### src/rtl/edsa_pkg.sv
`timescale 1ns / 1ps
package edsa_pkg;

   localparam int ID_W   = 16;
   localparam int SLOT_W = 24;

   localparam logic [SLOT_W-1:0] SLOT_MAX = {SLOT_W{1'b1}};

   typedef enum logic {
      OP_INSERT = 1'b0,
      OP_TICK   = 1'b1
   } operation_type;

   typedef enum logic [1:0] {
      KIND_NONE     = 2'd0,
      KIND_ASSIGNED = 2'd1,
      KIND_DROPPED  = 2'd2,
      KIND_ACCEPTED = 2'd3
   } kind_type;

   typedef struct packed {
      operation_type     operation;
      logic [ID_W-1:0]   task_id;
      logic [SLOT_W-1:0] deadline;
   } req_payload_type;

   typedef struct packed {
      kind_type          kind;
      logic [ID_W-1:0]   assigned_id;
      logic [SLOT_W-1:0] assigned_slot;
   } rsp_payload_type;

   typedef struct packed {
      logic [SLOT_W-1:0] deadline;
      logic [ID_W-1:0]   id;
   } entry_type;

   typedef struct packed {
      logic      insert;
      logic      remove;
      entry_type item;
   } cell_ctl_type;

   function automatic logic goes_before(entry_type a, entry_type b);
      logic result;
      if (a.deadline != b.deadline) begin
         result = a.deadline < b.deadline;
      end else begin
         result = a.id < b.id;
      end
      return result;
   endfunction

endpackage

### src/rtl/edsa_cell.sv
`timescale 1ns / 1ps
module edsa_cell (
   input  logic                   clock,
   input  edsa_pkg::cell_ctl_type ctl,
   input  logic                   occupied,
   input  edsa_pkg::entry_type    left_entry,
   input  logic                   left_precedes,
   input  edsa_pkg::entry_type    right_entry,
   output edsa_pkg::entry_type    entry,
   output logic                   precedes
);

   edsa_pkg::entry_type entry_ff;
   edsa_pkg::entry_type entry_in;

   assign precedes = !occupied || edsa_pkg::goes_before(ctl.item, entry_ff);
   assign entry    = entry_ff;

   always_comb begin
      entry_in = entry_ff;
      if (ctl.insert && precedes) begin
         entry_in = left_precedes ? left_entry : ctl.item;
      end else if (ctl.remove) begin
         entry_in = right_entry;
      end
   end

   always_ff @(posedge clock) begin
      entry_ff <= entry_in;
   end

endmodule

### config.mk
export PLATFORM = sky130hd
export DESIGN_NAME = edsa_cell
export DESIGN_NICKNAME = d
export VERILOG_FILES = /design/src/rtl/edsa_pkg.sv /design/src/rtl/edsa_cell.sv
export SDC_FILE = /design/constraint.sdc
export NUM_CORES = 1
export LEC_CHECK = 0
export BUFFER_PORTS_ARGS = -buffer_cell sky130_fd_sc_hd__buf_2
export CAP_MARGIN = 40
export CORE_UTILIZATION = 45
export CTS_CLUSTER_SIZE = 16
export DETAILED_ROUTE_END_ITERATION = 8
export MAX_ROUTING_LAYER = met4
export PLACE_DENSITY = 0.79
export RECOVER_POWER = 25
export SLEW_MARGIN = 40
export SYNTH_ARGS = -nofsm -noshare
export SYNTH_HDL_FRONTEND = slang
export SYNTH_SLANG_ARGS = --single-unit
### constraint.sdc
create_clock -name clock -period 8.1 [get_ports clock]
set_input_delay 0 -clock clock [delete_from_list [all_inputs] [get_ports clock]]
set_output_delay 0 -clock clock [all_outputs]
set_load 0.01 [all_outputs]
## After elaboration in Yosys (flattened, before gate mapping)

Cells that the tools add are included.

| word-level totals | value |
|---|---|
| register bits after elaboration | 40 |
| memories | 0 |
| memory bits (writable) | 0 |
| bits in read-only memories | 0 |
| word-level logic and storage cells | 13 |
| output and inout bits | 41 |
| input port bits | 125 |
| bits in latches | 0 |

| cells by class | value |
|---|---|
| div/mod/pow operators | 0 |
| multiplexer cells | 4 |
| add/subtract/negate cells | 0 |
| reduce and logical (&&, ||, !) cells | 4 |
| shifts and indexed selects | 0 |
| equal/unequal tests | 1 |
| bitwise operators | 0 |
| $lt $le $gt $ge | 2 |
| multiply operators | 0 |

Operators by type and width:

| operator | number |
|---|---|
| $mux 40 | 3 |
| $lt 24x24->1 | 1 |
| $ne 24x24->1 | 1 |
| $lt 16x16->1 | 1 |
| $reduce_bool 2->1 | 1 |
| $logic_and 1x1->1 | 1 |
| $logic_not 1->1 | 1 |
| $logic_or 1x1->1 | 1 |
| $mux 1 | 1 |

## Logic depth before layout (Yosys ltp)

Gate-level depths: netlist of the first run.

| logic depth | value |
|---|---|
| word-level depth | 5 |
| mapped depth | 9 |
| gate-level depth less buffers | 8 |

## Worst setup path before layout of the first run

No wires, ideal clock.

| timing path | value |
|---|---|
| kind | reg2reg |
| start point | reg entry_ff, in the netlist entry[30] |
| end point | reg entry_ff, in the netlist entry[0] (enable) |
| buffers on the path | 1 |
| clock period less this slack | 2.869 ns |
| data arrival time | 2.490 ns |
| data required time | 7.720 ns |
| setup slack | 5.231 ns |
| cell stages (with the launch flop) | 10 |
| cell sequence | edfxtp_1 -> inv_1 -> ha_1 -> and4_1 -> and4_1 -> a22oi_1 -> o2111ai_1 -> o2bb2ai_2 -> buf_6 -> or2_2 |

| between the ends | value |
|---|---|
| word-level cells in the longest chain between the ends | 5 |
| elaborated cells on any way between the ends | 6 |
| those cells by class | order compare: 1; eq/ne: 1; mux: 1; reduce/logical: 3 |

Ends and longest elaborated chain:

| element | line | RTL |
|---|---|---|
| start, declared | edsa_cell.sv:13 | `edsa_pkg::entry_type entry_ff;` |
| start signal, assigned | edsa_cell.sv:29 | `entry_ff <= entry_in;` |
| $lt 24x24->1 or $ne 24x24->1 (tied branches) | edsa_pkg.sv:47, edsa_pkg.sv:46 |  |
| $mux 1 * | edsa_pkg.sv:46 | `if (a.deadline != b.deadline) begin` |
| $logic_or 1x1->1 * | edsa_cell.sv:16 | `assign precedes = !occupied \|\| edsa_pkg::goes_before(ctl.item, entry_ff);` |
| $logic_and 1x1->1 * | edsa_cell.sv:21 | `if (ctl.insert && precedes) begin` |
| $reduce_bool 2->1 (no source line) * | n/a |  |

Mark *: on every way between the ends. The rest lies on a longest branch, timed or not.
A chain may end at the register's enable or synchronous reset.

==> impl_metrics.csv, run 1 <==
group,metric,value,unit
logic_synthesis,synthesis.area,3250,um^2
logic_synthesis,avgSynthCellArea,12.0,um^2
finish,largest_register_ffs,40,
global_route,grt_max_degree,42,
finish,final_cell_area,4360,um^2
global_route,grt_pass1_wl,12.5,mm
detailed_routing,viasPerCell,5.06,
logic_synthesis,yosys.area_share.simple,5.23,%
power,vdd.ir_drop.worst,0.0898,mV
timing,worst_pin_slew,0.602,ns
placed_design,dpl.cell_count,523,
clock_network,postCtsSetupBuffers,0,
clock_network,insertion_delay,0.30,ns
clock_network,tritoncts,"built",
timing,totalNegativeSetupSlack,0,ns
min_path,hp-class,"in2reg",
clock_network,cts.clk_slew.worst_paths,0.08,ns
logic_synthesis,syn-num-nets,434,
global_route,grt_overflow,0,
logic_synthesis,synth_top_family_by_area,"multiplexers",
logic_synthesis,synth.largest_area_cell,"edfxtp_1",
placed_design,gp_congestion,0.817,
detailed_routing,drt-total-wl,8.13,mm
logic_synthesis,synth_compound_area_share,7.88,%
logic_synthesis,synth.top_cells.by_area,"edfxtp_1 (37%), mux2_2 (23%), ha_1 (15%)",
clock_network,cts_buffers,5,
placed_design,dp_hpwl,6.39,mm
critical_path,crit_required,8.14,ns
detailed_routing,route.detailed.drc,0,
clock_network,htree_levels,2,
critical_path,critPathKind,"reg2reg",
clock_network,clock-sinks,40,
logic_synthesis,synthCells,270,
logic_synthesis,ys_ff_latch,40,
logic_synthesis,synth-xor-area-share,0,%
floorplan,core_area,6910,um^2
detailed_routing,drt-initial-drc-count,39,
finish,mostFrequentLayoutCells,"buf_2 (134), mux2_2 (67), edfxtp_1 (40), inv_1 (39), ha_1 (39)",
critical_path,cp_max_fo,40,
timing,rsz0062_at_grt,"no",
timing,hold_viol,1,
finish,fin_cells,544,
power,power_frac_clock,22.9,%
critical_path,cp.arrival,3.14,ns
power,p_switching,0.218,mW
finish,layout_commonest_cell,"buf_2",
finish,layout.nets,611,
clock_network,clock_path_buffers,2,
finish,layout-drive-gt1-share,50.2,%
clock_network,cts_root_buf,"clkbuf_8",
run,maxCapViolCount,0,
power,combPwrFrac,36.7,%
floorplan,die_h,87.0,um
finish,antenna_cells,0,
clock_network,cts_resized,0,
detailed_routing,dr.pass1.iters,4,
logic_synthesis,ys_seq_area_share,36.9,%
global_route,antenna_found_initial,0,
critical_path,critPathLaunchType,"register",
logic_synthesis,ys_types,34,
floorplan,initial_utilization,47.1,%
power,pwr-share-seq,40.4,%
floorplan,io_pins,166,
logic_synthesis,synth_mux_area_share,28.5,%
power,swShare,30.6,%
power,p_per_area,163,nW/um^2
timing,fin_skew,0.0123,ns
finish,syn_to_final_growth,34.0,%
clock_network,holdBufCountCts,11,
timing,setup_ws,5.00,ns
logic_synthesis,yosysWarnings,0,
power,finalPower,0.711,mW
floorplan,num_rows,30,
power,power_leakage,2.09,nW
global_route,grtUsageTotal,22.4,%
logic_synthesis,synthAdderAreaFrac,15.0,%
detailed_routing,wl_per_cell,14.9,um
floorplan,dieArea,7570,um^2
global_route,grt_pass1_vias,2807,
floorplan,die_x,87.0,um
logic_synthesis,netlist.area_leader.share,36.9,%
timing,holdWs,-0.000745,ns
detailed_routing,vias,2753,
placed_design,post-place-ws,5.00,ns
power,p_int,0.493,mW
timing,max_clock_freq,0.323,GHz
finish,fillers,609,
critical_path,cp-end-kind,"register",
timing,slew_violations,0,
detailed_routing,ant_nets,0,
status,status,"complete, but fails checks",
placed_design,io_buffers,165,
status,violations,"negative hold slack",
placed_design,dpl_cell_area,4160,um^2
finish,utilization,63.1,%
timing,post-route-period-util,38.2,%
timing,min_period,3.10,ns
timing,setup_viol,0,
timing,slew_headroom,59.8,%
-- critical path, cell delays in order, from the launching register on --
cell and delay [ns]:
edfxtp_1 0.36, inv_1 0.05, ha_1 0.29, and4_1 0.24, and4_1 0.24, nand2_1 0.09
o41ai_2 0.46, o2bb2ai_4 0.16, buf_4 0.52, mux2_2 0.41
-- routing by layer --
metal  wire (um)  share of wire, %  GRT usage, %  up-vias
met5           0                 0             -        -
met4          97               1.2          5.61        0
met3         539               6.6          4.17        8
met2        4310                53          41.7      113
met1        3180                39          24.3     1274
li1            -                 -             -     1358
-- worst paths after layout --
check / slack, ns / to / depth (start not counted) / startpoint
worst max-delay path: 5.00 / entry[18] / 9 / entry[38]
worst min-delay path: -0.0007 / entry[32] / 2 / right_entry[32]
worst max register to register: 5.00 / entry[18] / 9 / entry[38]
worst min register to register: 1.55 / entry[38] / 6 / entry[39]
-- layout make-up --
type / count / area (um^2) / share of cell area, %
multi-input combinational: 182 / 1860 / 42.6
sequential: 40 / 1200 / 27.5
timing repair buffer: 179 / 928 / 21.3
inverter: 39 / 146 / 3.36
tap: 96 / 120 / 2.75
clock buffer: 6 / 72.6 / 1.66
clock inverter: 2 / 35.0 / 0.803
-- Yosys cell counts, drive strengths merged --
cell	count
nand2b	1
a21boi	1
o211ai	2
edfxtp	40
clkbuf	5
and2	1
o21bai	1
nand2	10
nor4b	1
or2	1
a21o	2
nand4	4
nor2	2
nor3	1
o41ai	1
o2111ai	1
mux2	79
nor2b	1
and4	5
o21ai	4
inv	39
nand3	2
o221ai	1
a22oi	1
a21oi	15
a2111oi	1
a221oi	1
o31a	1
o21a	2
ha	39
o2bb2ai	1
buf	4
-- cell families (layout without fill, tap and decap cells) --
logic type	count (synthesis)	after routing
adder cells (fa/ha/maj)	39	39
AO/OA/AOI/OAI	35	35
AND/OR/NAND/NOR	29	29
buffers and inverters	48	226
flip-flops	40	40
multiplexers	79	79
-- power groups by stage --
stage	sequential, mW	clock [mW]	combinational [mW]
finish	0.287	0.163	0.261
floorplan	0.307	0	0.150
detailed placement	0.292	0	0.264
CTS	0.287	0.167	0.269
global placement	0.290	0	0.254
global route	0.291	0.175	0.291
(Power assumes the default switching activity.)
==> run 2: changes to the inputs <==
--- a/config.mk
+++ b/config.mk
@@ -7,11 +7,11 @@
 export LEC_CHECK = 0
 export BUFFER_PORTS_ARGS = -buffer_cell sky130_fd_sc_hd__buf_2
 export CAP_MARGIN = 40
-export CORE_UTILIZATION = 45
+export CORE_UTILIZATION = 42
 export CTS_CLUSTER_SIZE = 16
 export DETAILED_ROUTE_END_ITERATION = 8
 export MAX_ROUTING_LAYER = met4
-export PLACE_DENSITY = 0.79
+export PLACE_DENSITY = 0.78
 export RECOVER_POWER = 25
 export SLEW_MARGIN = 40
 export SYNTH_ARGS = -nofsm -noshare
==> constraint.sdc (replaced) <==
create_clock -name clock -period 2.65 [get_ports clock]
set_input_delay 0 -clock clock [delete_from_list [all_inputs] [get_ports clock]]
set_output_delay 0 -clock clock [all_outputs]
set_load 0.01 [all_outputs]
==> run 2 against run 1 <==
The flow finishes with violations (negative setup slack). Register-to-register slack worse by 5.1 ns. Clock-buffer cell count down 1. Worst hold slack improved by 0.011 ns. Final cell count grew 1.7%. First-iteration DRC count increased by 120%. Clock skew down 0.0051 ns. Sequential power increased to 3.1 times the previous value. Worst setup slack got worse by 5.1 ns. Combinational power increased to 3.7 times the previous value. Wire length grew 12%. Cell area is 8.1% higher. Maximum frequency up 14%. Critical path type unchanged. Largest power group is now combinational logic. Highest routed layer unchanged.
==> impl_metrics.csv, run 2 (same netlist as run 1, synthesis figures left out) <==
group,metric,value,unit
finish,antenna_cells,0,
finish,multi_input_area,2070,um^2
global_route,grtUsageTotal,22.0,%
clock_network,clock-sinks,40,
clock_network,cts_root_buf,"clkbuf_8",
finish,regArea,1200,um^2
timing,slew_violations,0,
power,vdd.ir_drop.worst,0.306,mV
floorplan,num_rows,31,
power,p_per_area,498,nW/um^2
finish,syn_to_final_growth,45.0,%
critical_path,cp-end-kind,"register",
min_path,hp-class,"in2reg",
critical_path,critPathKind,"reg2reg",
placed_design,dpl_cell_area,4260,um^2
critical_path,cp_max_fo,11,
placed_design,dp_hpwl,6.78,mm
status,violations,"negative setup slack",
finish,fillers,613,
placed_design,post-place-ws,-0.0940,ns
clock_network,htree_levels,2,
clock_network,cts.clk_slew.worst_paths,0.09,ns
clock_network,insertion_delay,0.29,ns
floorplan,initial_utilization,44.1,%
detailed_routing,vias,2814,
finish,layout.nets,617,
status,status,"complete, but fails checks",
global_route,grt_overflow,0,
detailed_routing,drt-total-wl,9.08,mm
power,power_leakage,2.24,nW
detailed_routing,ant_nets,0,
critical_path,cp.arrival,2.76,ns
placed_design,dpl.cell_count,533,
timing,slew_headroom,74.0,%
finish,layout_commonest_cell,"buf_2",
global_route,grt_pass1_vias,2930,
timing,totalNegativeSetupSlack,-1.48,ns
power,finalPower,2.35,mW
global_route,antenna_found_initial,0,
floorplan,core_area,7370,um^2
floorplan,io_pins,166,
detailed_routing,drt-initial-drc-count,86,
clock_network,tritoncts,"built",
detailed_routing,dr.pass1.iters,4,
floorplan,dieArea,8100,um^2
timing,min_period,2.72,ns
detailed_routing,viasPerCell,5.09,
finish,layout-drive-gt1-share,59.5,%
critical_path,critPathLaunchType,"register",
floorplan,die_x,90.0,um
finish,fin_cells,553,
timing,post-route-period-util,103,%
timing,max_clock_freq,0.367,GHz
finish,largest_register_ffs,40,
clock_network,clock_path_buffers,2,
timing,worst_pin_slew,0.390,ns
critical_path,crit_required,2.69,ns
clock_network,cts_buffers,5,
detailed_routing,wl_per_cell,16.4,um
timing,setup_ws,-0.0718,ns
global_route,grt_pass1_wl,13.7,mm
placed_design,gp_congestion,0.802,
finish,mostFrequentLayoutCells,"buf_2 (145), mux2_2 (61), edfxtp_1 (40), inv_1 (36), ha_1 (30)",
detailed_routing,route.detailed.drc,0,
timing,setup_viol,35,
timing,hold_viol,0,
placed_design,io_buffers,165,
finish,final_cell_area,4720,um^2
floorplan,die_h,90.0,um
run,maxCapViolCount,0,
timing,fin_skew,0.00711,ns
timing,rsz0062_at_grt,"yes",
global_route,grt_max_degree,27,
run 2: critical path: stages (launching register included):
cell and delay [ns]:
edfxtp_1 0.37, inv_2 0.06, ha_4 0.26, and4_1 0.24
and4_4 0.27, nand2_4 0.06, o41ai_4 0.38, o2bb2ai_4 0.19
buf_12 0.16, buf_12 0.13, mux2_2 0.34
run 2: final timing paths:
kind | slack (ns) | to | depth (start not counted) | from
setup / recovery | -0.07 | entry[27] | 10 | entry[35]
hold / removal | 0.01 | entry[3] | 2 | right_entry[3]
setup reg to reg | -0.07 | entry[27] | 10 | entry[35]
hold reg to reg | 1.30 | entry[11] | 7 | entry[39]
run 2: per-stage QoR:
stage | util [%] | hold WS (ns)
after floorplan | - | 0.188
after global placement | 57.9 | 0.289
after detailed placement | 57.9 | 0.305
after CTS | 61.6 | 0.0000962
after global routing | 64.0 | 0.000168
final | 64.0 | 0.0101
run 2: metal layers:
| metal | track usage (%) | vias up | wire [um] |
|---|---|---|---|
| met5 | - | - | 0 |
| met4 | 6.32 | 0 | 104 |
| met3 | 3.81 | 8 | 491 |
| met2 | 39.4 | 129 | 4770 |
| met1 | 25.1 | 1309 | 3720 |
| li1 | - | 1368 | - |
run 2: layout make-up:
class | instances | share of cell area [%]
clock buffers | 5 | 1.46
clock inverters | 3 | 0.796
inverters | 39 | 3.10
multi-input cells | 182 | 43.9
flip-flops and latches | 40 | 25.5
well taps | 99 | 2.63
repair buffers | 185 | 22.7
run 2: what timing repair did:
item / 4_1_cts / 5_1_grt
hold buffers: 4 / 3
resized for setup: 17 / 18
setup endpoints to repair: 80 / 80
buffers inserted: 1 / 2
hold endpoints to repair: 4 / 3
pin swaps: 1 / 5
gates cloned: 0 / 2
run 2: power breakdown:
group	internal [mW]	total, mW	switching (mW)
Clock	0.275	0.498	0.224
Sequential	0.827	0.879	0.0523
Combinational	0.512	0.970	0.458
Total	1.61	2.35	0.733
